## config.mk

```make
export PLATFORM = sky130hd
export DESIGN_NAME = color_grade_pixel_presets
export DESIGN_NICKNAME = d
export VERILOG_FILES = /design/src/sv/cgpp_pkg.sv /design/src/sv/cgpp_grade_pipe.sv /design/src/sv/color_grade_pixel_presets.sv
export SDC_FILE = /design/constraint.sdc
export NUM_CORES = 2
export LEC_CHECK = 0
export BUFFER_PORTS_ARGS = -buffer_cell sky130_fd_sc_hd__buf_4
export CAP_MARGIN = 20
export CORE_ASPECT_RATIO = 1.4
export CORE_MARGIN = 2
export CORE_UTILIZATION = 66
export DETAILED_ROUTE_END_ITERATION = 10
export PLACE_DENSITY = 0.92
export SYNTH_ARGS = -nofsm -noshare
export SYNTH_HDL_FRONTEND = slang
export SYNTH_SLANG_ARGS = --single-unit
```

## constraint.sdc

```tcl
create_clock -name clk -period 8.63 [get_ports clk]
set_clock_uncertainty 0.15 [all_clocks]
set_input_delay 1.726 -clock clk [delete_from_list [all_inputs] [get_ports clk]]
set_output_delay 1.726 -clock clk [all_outputs]
set_load 0.005 [all_outputs]
```

## src/sv/cgpp_pkg.sv

```systemverilog
// cgpp_pkg: shared types and preset codes for the color grading block
// depends on nothing; imported by cgpp_grade_pipe, color_grade_pixel_presets and tb_top
package cgpp_pkg;

    // preset codes held in the grading mode register
    localparam logic [2:0] MODE_IDENTITY  = 3'd0;
    localparam logic [2:0] MODE_WARM      = 3'd1;
    localparam logic [2:0] MODE_COOL      = 3'd2;
    localparam logic [2:0] MODE_CINEMATIC = 3'd3;
    localparam logic [2:0] MODE_VINTAGE   = 3'd4;
    localparam logic [2:0] MODE_NOIR      = 3'd5;
    // spare codes, graded as identity
    localparam logic [2:0] MODE_SPARE6    = 3'd6;
    localparam logic [2:0] MODE_SPARE7    = 3'd7;

    // input pixel
    typedef struct packed {
        logic [7:0] red_in;
        logic [7:0] green_in;
        logic [7:0] blue_in;
    } pixel_in_t;

    // graded pixel
    typedef struct packed {
        logic [7:0] red_out;
        logic [7:0] green_out;
        logic [7:0] blue_out;
    } pixel_out_t;

    // control that travels with each pixel down the pipeline
    typedef struct packed {
        logic       valid;
        logic [2:0] mode;
    } stage_ctrl_t;

endpackage

```

## src/sv/cgpp_grade_pipe.sv

```systemverilog
// cgpp_grade_pipe: five register stage fixed point grading datapath
// depends on cgpp_pkg for pixel types, control struct and preset codes
module cgpp_grade_pipe
    import cgpp_pkg::*;
#(
    parameter int COEF_FRAC_BITS = 14
)
(
    input  logic        clk,
    input  logic        rst_n,
    input  stage_ctrl_t ctrl_in,
    input  pixel_in_t   px_in,
    output stage_ctrl_t ctrl_out,
    output pixel_out_t  px_out
);

    localparam int F = COEF_FRAC_BITS;
    localparam int W = F + 10;

    // coefficients, rounded half up to F fraction bits
    localparam logic [W-1:0] K299 = W'(((299 << F) + 500) / 1000);
    localparam logic [W-1:0] K587 = W'(((587 << F) + 500) / 1000);
    localparam logic [W-1:0] K114 = W'(((114 << F) + 500) / 1000);
    localparam logic [W-1:0] K115 = W'(((115 << F) + 50) / 100);
    localparam logic [W-1:0] K105 = W'(((105 << F) + 50) / 100);
    localparam logic [W-1:0] K85  = W'(((85 << F) + 50) / 100);
    localparam logic [W-1:0] K120 = W'(((120 << F) + 50) / 100);
    localparam logic [W-1:0] K110 = W'(((110 << F) + 50) / 100);
    localparam logic [W-1:0] K10  = W'(((10 << F) + 50) / 100);
    localparam logic [W-1:0] K95  = W'(((95 << F) + 50) / 100);
    localparam logic [W-1:0] K15  = W'(((15 << F) + 50) / 100);
    localparam logic [W-1:0] K80  = W'(((80 << F) + 50) / 100);
    localparam logic [W-1:0] K150 = W'(((150 << F) + 50) / 100);

    // offsets on the 0..255 scale
    localparam logic [W-1:0] OFS5   = W'(255 * (((5 << F) + 50) / 100));
    localparam logic [W-1:0] OFS15  = W'(255 * (((15 << F) + 50) / 100));
    localparam logic [W-1:0] OFS30  = W'(255 * (((30 << F) + 50) / 100));
    localparam logic [W-1:0] OFS50  = W'(255 * (((50 << F) + 50) / 100));
    localparam logic [W-1:0] ONE_FX = W'(255 << F);

    // fixed times fixed, truncated
    function automatic logic [W-1:0] fx_mul(input logic [W-1:0] a, input logic [W-1:0] k);
        logic [2*W-1:0] p;
        p = a * k;
        return W'(p >> F);
    endfunction

    // clamp to full scale
    function automatic logic [W-1:0] sat_one(input logic [W-1:0] v);
        return (v > ONE_FX) ? ONE_FX : v;
    endfunction

    // integer part clamped to a byte
    function automatic logic [7:0] to_byte(input logic [W-1:0] v);
        logic [W-F-1:0] i;
        i = v[W-1:F];
        return (i > (W-F)'(255)) ? 8'd255 : i[7:0];
    endfunction

    // stage 1: captured pixel
    stage_ctrl_t s1_ctrl_reg;
    pixel_in_t   s1_px_reg;

    // stage 2: luma, channel products, simple preset result
    stage_ctrl_t    s2_ctrl_reg, s2_ctrl_next;
    logic [W-1:0]   s2_lum_reg, s2_lum_next;
    logic [W-1:0]   s2_rdiff_reg, s2_rdiff_next;
    logic [W-1:0]   s2_gk95_reg, s2_gk95_next;
    logic [W-1:0]   s2_bdiff_reg, s2_bdiff_next;
    pixel_out_t     s2_early_reg, s2_early_next;

    // stage 3: adjusted luma, vintage tones, noir deviation
    stage_ctrl_t    s3_ctrl_reg;
    logic [W-1:0]   s3_lumc_reg, s3_lumc_next;
    logic [W-1:0]   s3_vr_reg, s3_vr_next;
    logic [W-1:0]   s3_vg_reg, s3_vg_next;
    logic [W-1:0]   s3_vb_reg, s3_vb_next;
    logic           s3_nup_reg, s3_nup_next;
    logic [W-1:0]   s3_ndiff_reg, s3_ndiff_next;
    logic [W-1:0]   s3_rdiff_reg, s3_gk95_reg, s3_bdiff_reg;
    pixel_out_t     s3_early_reg;

    // stage 4: luma tint terms, faded vintage, scaled noir deviation
    stage_ctrl_t    s4_ctrl_reg;
    logic [W-1:0]   s4_t10_reg, s4_t10_next;
    logic [W-1:0]   s4_t15_reg, s4_t15_next;
    logic [W-1:0]   s4_vr_reg, s4_vr_next;
    logic [W-1:0]   s4_vg_reg, s4_vg_next;
    logic [W-1:0]   s4_vb_reg, s4_vb_next;
    logic           s4_nup_reg;
    logic [W-1:0]   s4_nd_reg, s4_nd_next;
    logic [W-1:0]   s4_rdiff_reg, s4_gk95_reg, s4_bdiff_reg;
    pixel_out_t     s4_early_reg;

    // output stage
    stage_ctrl_t    out_ctrl_reg;
    pixel_out_t     out_px_reg, out_px_next;

    logic [W-1:0]   r_w, g_w, b_w;
    logic [W-1:0]   lum80;
    logic [W-1:0]   noir_v;

    assign r_w = W'(s1_px_reg.red_in);
    assign g_w = W'(s1_px_reg.green_in);
    assign b_w = W'(s1_px_reg.blue_in);

    // stage 1 logic: luma, per-channel constant products, warm and cool results
    always_comb
    begin
        s2_ctrl_next  = s1_ctrl_reg;
        s2_lum_next   = r_w * K299 + g_w * K587 + b_w * K114;
        s2_rdiff_next = r_w * K110 - r_w * K10;
        s2_gk95_next  = g_w * K95;
        s2_bdiff_next = b_w * K105 - b_w * K15;
        case (s1_ctrl_reg.mode)
            MODE_WARM:
            begin
                s2_early_next.red_out   = to_byte(sat_one(r_w * K115 + OFS5));
                s2_early_next.green_out = to_byte(sat_one(g_w * K105));
                s2_early_next.blue_out  = to_byte(b_w * K85);
            end
            MODE_COOL:
            begin
                s2_early_next.red_out   = to_byte(r_w * K85);
                s2_early_next.green_out = to_byte(sat_one(g_w * K105));
                s2_early_next.blue_out  = to_byte(sat_one(b_w * K120 + OFS5));
            end
            default:
            begin
                s2_early_next.red_out   = s1_px_reg.red_in;
                s2_early_next.green_out = s1_px_reg.green_in;
                s2_early_next.blue_out  = s1_px_reg.blue_in;
            end
        endcase
    end

    // stage 2 logic: dark lift, vintage tones, noir deviation magnitude
    always_comb
    begin
        lum80         = fx_mul(s2_lum_reg, K80);
        s3_lumc_next  = (s2_lum_reg < OFS30) ? lum80 + OFS5 : s2_lum_reg;
        s3_vr_next    = sat_one(fx_mul(s2_lum_reg, K120));
        s3_vg_next    = sat_one(s2_lum_reg);
        s3_vb_next    = sat_one(lum80);
        s3_nup_next   = (s2_lum_reg >= OFS50);
        s3_ndiff_next = s3_nup_next ? s2_lum_reg - OFS50 : OFS50 - s2_lum_reg;
    end

    // stage 3 logic: tint terms, fade, contrast scale
    always_comb
    begin
        s4_t10_next = fx_mul(s3_lumc_reg, K10);
        s4_t15_next = fx_mul(s3_lumc_reg, K15);
        s4_vr_next  = fx_mul(s3_vr_reg, K85) + OFS15;
        s4_vg_next  = fx_mul(s3_vg_reg, K85) + OFS15;
        s4_vb_next  = fx_mul(s3_vb_reg, K85) + OFS15;
        s4_nd_next  = fx_mul(s3_ndiff_reg, K150);
    end

    // stage 4 logic: finish each preset and pick by mode
    always_comb
    begin
        if (s4_nup_reg)
            noir_v = sat_one(OFS50 + s4_nd_reg);
        else if (s4_nd_reg >= OFS50)
            noir_v = '0;
        else
            noir_v = OFS50 - s4_nd_reg;
        case (s4_ctrl_reg.mode)
            MODE_CINEMATIC:
            begin
                out_px_next.red_out   = to_byte(sat_one(s4_rdiff_reg + s4_t10_reg));
                out_px_next.green_out = to_byte(sat_one(s4_gk95_reg));
                out_px_next.blue_out  = to_byte(sat_one(s4_bdiff_reg + s4_t15_reg));
            end
            MODE_VINTAGE:
            begin
                out_px_next.red_out   = to_byte(s4_vr_reg);
                out_px_next.green_out = to_byte(s4_vg_reg);
                out_px_next.blue_out  = to_byte(s4_vb_reg);
            end
            MODE_NOIR:
            begin
                out_px_next.red_out   = to_byte(noir_v);
                out_px_next.green_out = to_byte(noir_v);
                out_px_next.blue_out  = to_byte(noir_v);
            end
            default:
            begin
                out_px_next = s4_early_reg;
            end
        endcase
    end

    // valid bits and modes
    always_ff @(posedge clk or negedge rst_n)
    begin
        if (!rst_n)
        begin
            s1_ctrl_reg  <= '0;
            s2_ctrl_reg  <= '0;
            s3_ctrl_reg  <= '0;
            s4_ctrl_reg  <= '0;
            out_ctrl_reg <= '0;
        end
        else
        begin
            s1_ctrl_reg  <= ctrl_in;
            s2_ctrl_reg  <= s2_ctrl_next;
            s3_ctrl_reg  <= s2_ctrl_reg;
            s4_ctrl_reg  <= s3_ctrl_reg;
            out_ctrl_reg <= s4_ctrl_reg;
        end
    end

    // payload stages
    always_ff @(posedge clk)
    begin
        s1_px_reg    <= px_in;

        s2_lum_reg   <= s2_lum_next;
        s2_rdiff_reg <= s2_rdiff_next;
        s2_gk95_reg  <= s2_gk95_next;
        s2_bdiff_reg <= s2_bdiff_next;
        s2_early_reg <= s2_early_next;

        s3_lumc_reg  <= s3_lumc_next;
        s3_vr_reg    <= s3_vr_next;
        s3_vg_reg    <= s3_vg_next;
        s3_vb_reg    <= s3_vb_next;
        s3_nup_reg   <= s3_nup_next;
        s3_ndiff_reg <= s3_ndiff_next;
        s3_rdiff_reg <= s2_rdiff_reg;
        s3_gk95_reg  <= s2_gk95_reg;
        s3_bdiff_reg <= s2_bdiff_reg;
        s3_early_reg <= s2_early_reg;

        s4_t10_reg   <= s4_t10_next;
        s4_t15_reg   <= s4_t15_next;
        s4_vr_reg    <= s4_vr_next;
        s4_vg_reg    <= s4_vg_next;
        s4_vb_reg    <= s4_vb_next;
        s4_nup_reg   <= s3_nup_reg;
        s4_nd_reg    <= s4_nd_next;
        s4_rdiff_reg <= s3_rdiff_reg;
        s4_gk95_reg  <= s3_gk95_reg;
        s4_bdiff_reg <= s3_bdiff_reg;
        s4_early_reg <= s3_early_reg;

        out_px_reg   <= out_px_next;
    end

    assign ctrl_out = out_ctrl_reg;
    assign px_out   = out_px_reg;

    // every pixel taken comes out through stages s1 to s4 and the output register
    a_latency: assert property (@(posedge clk) disable iff (!rst_n)
        ctrl_in.valid |-> ##5 ctrl_out.valid)
        else $error("pixel lost in grading pipeline");

    // no result without a pixel taken at the input for it
    a_no_extra: assert property (@(posedge clk) disable iff (!rst_n)
        ctrl_out.valid |-> $past(ctrl_in.valid, 5))
        else $error("result without a matching pixel");

    // pass-through presets return the pixel unchanged
    a_identity: assert property (@(posedge clk) disable iff (!rst_n)
        (ctrl_out.valid && (ctrl_out.mode == MODE_IDENTITY ||
                            ctrl_out.mode == MODE_SPARE6 ||
                            ctrl_out.mode == MODE_SPARE7))
        |-> (px_out.red_out == $past(px_in.red_in, 5) &&
             px_out.green_out == $past(px_in.green_in, 5) &&
             px_out.blue_out == $past(px_in.blue_in, 5)))
        else $error("pass-through preset altered the pixel");

    // noir is grey on all channels
    a_noir_grey: assert property (@(posedge clk) disable iff (!rst_n)
        (ctrl_out.valid && ctrl_out.mode == MODE_NOIR)
        |-> (px_out.red_out == px_out.green_out && px_out.green_out == px_out.blue_out))
        else $error("noir result not grey");

    // sepia keeps red over green over blue
    a_vintage_order: assert property (@(posedge clk) disable iff (!rst_n)
        (ctrl_out.valid && ctrl_out.mode == MODE_VINTAGE)
        |-> (px_out.red_out >= px_out.green_out && px_out.green_out >= px_out.blue_out))
        else $error("vintage channel order broken");

endmodule

```

## src/sv/color_grade_pixel_presets.sv

```systemverilog
// color_grade_pixel_presets: top level of the preset color grading block
// depends on cgpp_pkg and cgpp_grade_pipe
//
// usage:
//   pixel channel: drive pixel_in and raise start; a transfer happens at each
//   rising edge with start high and busy low. busy is high only for the first
//   cycle after reset, so a new pixel may be given every clock.
//   result channel: done is high for exactly one cycle with the graded pixel
//   on pixel_out. the receiver cannot hold results off and none are dropped.
//   configuration: cfg_data carries the 3-bit preset (identity, warm, cool,
//   cinematic, vintage, noir; codes 6 and 7 pass through). it is written at
//   an edge with cfg_valid and cfg_ready high. the preset travels with each
//   pixel, so a write affects only pixels transferred after it.
//   pipeline: done rises once the pixel has passed the input register, three
//   arithmetic stages and the output register. throughput: one pixel per clock.
//   reset: the preset returns to identity and the pipeline empties.
module color_grade_pixel_presets
    import cgpp_pkg::*;
#(
    parameter int COEF_FRAC_BITS = 14
)
(
    input  logic       clk,
    input  logic       rst_n,
    input  logic       start,
    output logic       busy,
    input  pixel_in_t  pixel_in,
    output logic       done,
    output pixel_out_t pixel_out,
    input  logic       cfg_valid,
    output logic       cfg_ready,
    input  logic [2:0] cfg_data
);

    logic        busy_reg;
    logic [2:0]  mode_reg, mode_next;
    stage_ctrl_t ctrl_in;
    stage_ctrl_t ctrl_out;

    // preset register write
    always_comb
    begin
        mode_next = mode_reg;
        if (cfg_valid && cfg_ready)
            mode_next = cfg_data;
    end

    // busy only while coming out of reset
    always_ff @(posedge clk or negedge rst_n)
    begin
        if (!rst_n)
        begin
            busy_reg <= 1'b1;
            mode_reg <= MODE_IDENTITY;
        end
        else
        begin
            busy_reg <= 1'b0;
            mode_reg <= mode_next;
        end
    end

    assign busy      = busy_reg;
    assign cfg_ready = !busy_reg;

    // pixel transfer tags the pipeline with the current preset
    assign ctrl_in.valid = start && !busy_reg;
    assign ctrl_in.mode  = mode_reg;

    cgpp_grade_pipe #(
        .COEF_FRAC_BITS (COEF_FRAC_BITS)
    ) u_grade_pipe (
        .clk      (clk),
        .rst_n    (rst_n),
        .ctrl_in  (ctrl_in),
        .px_in    (pixel_in),
        .ctrl_out (ctrl_out),
        .px_out   (pixel_out)
    );

    assign done = ctrl_out.valid;

endmodule

```

### Yosys cells after proc, flatten, opt, wreduce, memory -nomap -nowiden

Index checks and enable logic that the tools add are counted.

* register bits: 642
* output and inout bits: 27

* add/subtract/negate cells: 16
* multiply operators: 21
* order comparisons: 25
* eq/ne operators: 5
* muxes and demuxes: 25
* reduce and logical (&&, ||, !) cells: 3

Operators by type and width (number)
* $mux W24: 11
* $gt A24 B22 Y1 const B: 10
* $gt A10 B8 Y1 const B: 12
* $mul A24 B13 Y37 const B: 3
* $mux W8: 12
* $mul A8 B14 Y22 const B: 4
* $add A24 B18 Y24 const B: 3
* $add A24 B20 Y24 const B: 3
* $pmux W24 S3: 1
* $mul A8 B15 Y23 const B: 3
* $mul A8 B13 Y21 const B: 3
* $add A24 B24 Y24: 2
* $ge A24 B21 Y1 const B: 2
* $pmux W24 S2: 1
* $sub A21 B24 Y24 const A: 2
* $sub A24 B24 Y24: 2
* $mul A24 B14 Y38 const B: 1
* $mul A24 B15 Y38 const B: 1
* $mul A24 B11 Y35 const B: 1
* $mul A24 B10 Y34 const B: 1
* $mul A24 B2 Y25 const B: 1
* $add A21 B24 Y24 const A: 1
* $add A24 B21 Y24: 1
* $add A24 B22 Y24: 1
* 10 further kinds: 13

### Longest topological paths before layout

* word-level depth: 7
* mapped depth: 31
* mapped depth without buffers: 31

### Hierarchy

Synthesis repeated with hierarchy kept, for this count alone.

* cells, all modules: 7071
* area total of the unflattened synthesis: 69555.5 µm²

Modules (own cells, without submodules)
* cgpp_grade_pipe: instances 1, cells each 7060, area each 69379.0 µm²
* color_grade_pixel_presets: instances 1, cells each 11, area each 176.4 µm²

### Worst setup path after synthesis

No wires, ideal clock.

* path type: reg2reg
* start point: register u_grade_pipe.s2_lum_reg[9]
* end point: register u_grade_pipe.s3_vr_reg[8]
* arrival: 7004 ps
* path slack: 1348 ps
* stages on the path, launching flop included: 26
* path buffers: 1
* path through: dfxtp_1 inv_1 ha_1 inv_1 fa_1 inv_1 fa_1 inv_1 fa_1 inv_1 fa_1 fa_1 ha_1 a21o_1 a211oi_1 nor2_1 and2_1 a311oi_4 a211oi_2 or3_1 a311o_1 a21oi_2 xor2_1 o41ai_4 buf_4 nor3_1

* word-level cells in the longest chain between the ends: 2

Ends and longest elaborated chain
* start: declaration: RTL line cgpp_grade_pipe.sv:67 `logic [W-1:0] s2_lum_reg, s2_lum_next;`
* start signal: assignment: RTL line cgpp_grade_pipe.sv:222 `s2_lum_reg <= s2_lum_next;`
* $mul A24 B15 Y38 *: RTL line cgpp_grade_pipe.sv:45 `p = a * k;`
* $gt A24 B22 Y1: RTL line cgpp_grade_pipe.sv:51 `return (v > ONE_FX) ? ONE_FX : v;`
* end signal: assignment: RTL line cgpp_grade_pipe.sv:229 `s3_vr_reg <= s3_vr_next;`
* end: declaration: RTL line cgpp_grade_pipe.sv:76 `logic [W-1:0] s3_vr_reg, s3_vr_next;`

Mark *: on every way between the ends. The rest lies on a longest branch, timed or not.
A chain may end at the register's enable or synchronous reset.

### Worst setup path in the final report

* start point: register u_grade_pipe.s2_lum_reg[9]
* end point: register u_grade_pipe.s3_vr_reg[4]

Same word-level chain as after synthesis.

==> reports/summary.md <==
Worst hold path
- 0 — Worst Hold Depth
- u_grade_pipe.s3_bdiff_reg[1]$_DFF_P_ — startpoint of the most critical hold path
- u_grade_pipe.s4_bdiff_reg[1]$_DFF_P_ — endpoint with the worst hold slack
- reg -> reg — type of the worst min-delay path

Detailed routing
- 0 — post-detailed-route DRC marker count
- 49700 — total number of vias
- 0 — number of nets with antenna violations after routing
- 6 — number of iterations in the first detailed-routing pass
- 171 mm — routed wire length
- 20.6 um — average wire per standard cell
- 2852 — first-iteration detailed-routing DRC count
- 5.99 — vias per cell

Logic synthesis
- 114 — number of unique standard cell types used by synthesis
- sky130_fd_sc_hd__fa_1 — post-synthesis cell type with the largest combined area
- 66900 um2 — synthesized area
- 0 — number of enable flip-flop cells after synthesis
- sky130_fd_sc_hd__dfxtp_1 — Most used DFF post-synth
- 9.82 um2 — Syn Area/Cell
- sky130_fd_sc_hd__fa_1, sky130_fd_sc_hd__ha_1, sky130_fd_sc_hd__dfxtp_1 — top area cells in the synthesized netlist
- 0.154 — sequential cell area fraction in the yosys report
- 0.0413 — share of flip-flops with an asynchronous set or reset
- sky130_fd_sc_hd__inv_1, sky130_fd_sc_hd__ha_1, sky130_fd_sc_hd__fa_1 — most numerous cell types in the synthesized netlist
- 508 — number of flip-flops and latches in the synthesized netlist
- 0 — total of warnings raised by yosys
- 0.269 — area share of the largest cell type after synthesis
- sky130_fd_sc_hd__inv_1 — most used standard cell by instance count after synthesis
- 6814 — synthesized instance count

Clocking
- yes — TritonCTS clock tree
- 0.08 ns — clock transition at the register clock pins on the worst setup and hold paths after CTS
- 508 — number of sinks on the clock net
- sky130_fd_sc_hd__clkbuf_16 — Root Buffer
- 2 — # H-tree levels
- 0.68 ns — clock latency on the worst-skew pair
- 3 — deepest clock path buffer count
- 52 — CTS Buf Count

Placement
- 57 — number of buffers added on ports
- 143 mm — post-detailed-placement half-perimeter wirelength
- 8189 — Post-Place Cells
- 69100 um2 — cell area after placement
- 0.987 — RD Place Congestion

Setup path
- 14 — top fanout value on the critical path
- 8.98 ns — data required time at the worst endpoint
- 8.49 ns — arrival time at the worst endpoint
- 0.50 ns — setup slack of the worst register-to-register path
- u_grade_pipe.s2_lum_reg[9]$_DFF_P_ — worst flop-to-flop path startpoint
- flop — Setup crit start kind
- sky130_fd_sc_hd__dfxtp_1 — highest-delay cell along the critical path
- 0.58 ns — maximum cell stage delay along the critical path
- u_grade_pipe.s3_vr_reg[4]$_SDFF_PN0_ — Reg-to-Reg End
- flop — crit path capture type
- reg -> reg — worst setup path class
- 26 — Worst Reg-to-Reg Cells

Die
- 381 um — die span in y
- 138 — number of rows in the core area
- 104000 um2 — Die Footprint
- 58 — I/O pin count
- 101000 um2 — Core Box Area
- 273 um — die width
- 0.663 — Initial Util

Timing
- 0 — number of pins exceeding their max-slew limit in the final report
- 0.162 ns — worst hold margin
- 0.234 — Max-Slew Margin vs Limit
- 0 — final number of hold-violating endpoints
- false — RSZ-0062 raised after global routing
- 0 ns — total negative slack
- 123 MHz — highest attainable clock frequency
- 0 — total setup violations reported at the end of the flow
- 8.13 ns — final period demand of the worst path
- 1.14 ns — slew at the pin closest to its max-slew limit
- 0.942 — fin crit share

GRT
- 2 — initial antenna violation count
- 0 — Overflow after GRT
- 45 — largest net degree at the start of global routing
- 55500 — vias in the first global route
- 0.339 — Tot GR Track Use
- 277 mm — wire length of the first global-routing pass

Layout
- 6.09% — layout overhead on the synthesized area
- 71000 um2 — final std cell area, no fill
- 0.0431 — share of layout cells above drive strength 1
- 9167 — net total in the final layout
- 8287 — non-filler cells, final

Outcome
- complete, no violations — status

Run
- 0 — max capacitance violation total

## how the worst max path moves through the flow
stage	start	to	slack, ns
global placement	u_grade_pipe.s2_lum_reg[9]$_DFF_P_	u_grade_pipe.s3_vr_reg[4]$_SDFF_PN0_	0.68
CTS	u_grade_pipe.s2_lum_reg[9]$_DFF_P_	u_grade_pipe.s3_vr_reg[4]$_SDFF_PN0_	0.41
global route	u_grade_pipe.s2_lum_reg[9]$_DFF_P_	u_grade_pipe.s3_vr_reg[4]$_SDFF_PN0_	0.05
detailed placement	u_grade_pipe.s2_lum_reg[9]$_DFF_P_	u_grade_pipe.s3_vr_reg[4]$_SDFF_PN0_	0.49
finish	u_grade_pipe.s2_lum_reg[9]$_DFF_P_	u_grade_pipe.s3_vr_reg[4]$_SDFF_PN0_	0.50
floorplan	u_grade_pipe.s2_lum_reg[9]$_DFF_P_	u_grade_pipe.s3_vr_reg[8]$_SDFF_PN0_	1.35
## layout by cell type (no fill, tap or decap), drive strengths merged, types with 31 or more instances in the layout
master  count
nor3      123
or3        38
o21bai     55
dfxtp     487
and3       44
xnor2     269
a31oi      51
nand2     244
o21a       79
xor2      128
nor2      283
nand2b     53
nand3      75
or2        36
a21oi     293
o21ai     237
a211oi     31
nor2b      47
fa        900
clkbuf     62
ha       1322
buf       100
a21o      112
inv      1422
and2       42
## kinds of logic after synthesis
logic type | after synthesis | synth area share
buf+inv | 1468 | 0.0826
flops | 508 | 0.154
simple gates | 1082 | 0.0800
xor+xnor | 397 | 0.0520
fa+ha+maj | 2223 | 0.517
other cells | 1 | 0.0000561
compound gates | 1108 | 0.110
mux | 27 | 0.00445
## final cells by class
type / instances / area (um2)
Sequential cell: 508 / 10300
Fill cell: 7056 / 29900
Tap cell: 1330 / 1660
Antenna cell: 1 / 2.50
Clock buffer: 62 / 1410
Multi-Input combinational cell: 4843 / 51100
Clock inverter: 34 / 460
Inverter: 1409 / 5290
Timing Repair Buffer: 100 / 751
## routing by layer
metal	vias up	part of all wire	GRT usage
met5	-	0	0
met4	0	0.098	0.281
met3	860	0.055	0.0502
met2	1843	0.51	0.608
met1	24300	0.34	0.346
li1	22700	-	-
## stage by stage
| stage | setup slack, ns | util |
|---|---|---|
| 5_1_grt | 0.0542 | 0.704 |
| 3_5_place_dp | 0.491 | 0.685 |
| 2_1_floorplan | 1.35 | - |
| 6_report | 0.498 | 0.704 |
| 3_3_place_gp | 0.682 | 0.685 |
| 4_1_cts | 0.413 | 0.704 |
## repair_timing
item / CTS / global route
setup endpoints to repair: 0 / 11
buffers inserted: 0 / 1
endpoints found under the hold margin: 0 / 0
gates resized for setup: 0 / 0
hold buffers: 0 / 0
## worst max-delay path, delay by kind of cell, from the launching register on
| family | cells | cell delay, ns |
|---|---|---|
| flip-flops | 1 | 0.58 |
| buffers and inverters | 6 | 0.71 |
| adder cells (fa/ha/maj) | 7 | 3.40 |
| AO/OA/AOI/OAI | 10 | 2.70 |
| AND/OR/NAND/NOR | 3 | 0.47 |
Power is left out: the tool's default activity adds up to more than one toggle a clock period on the data nets, which glitch-free logic cannot reach.
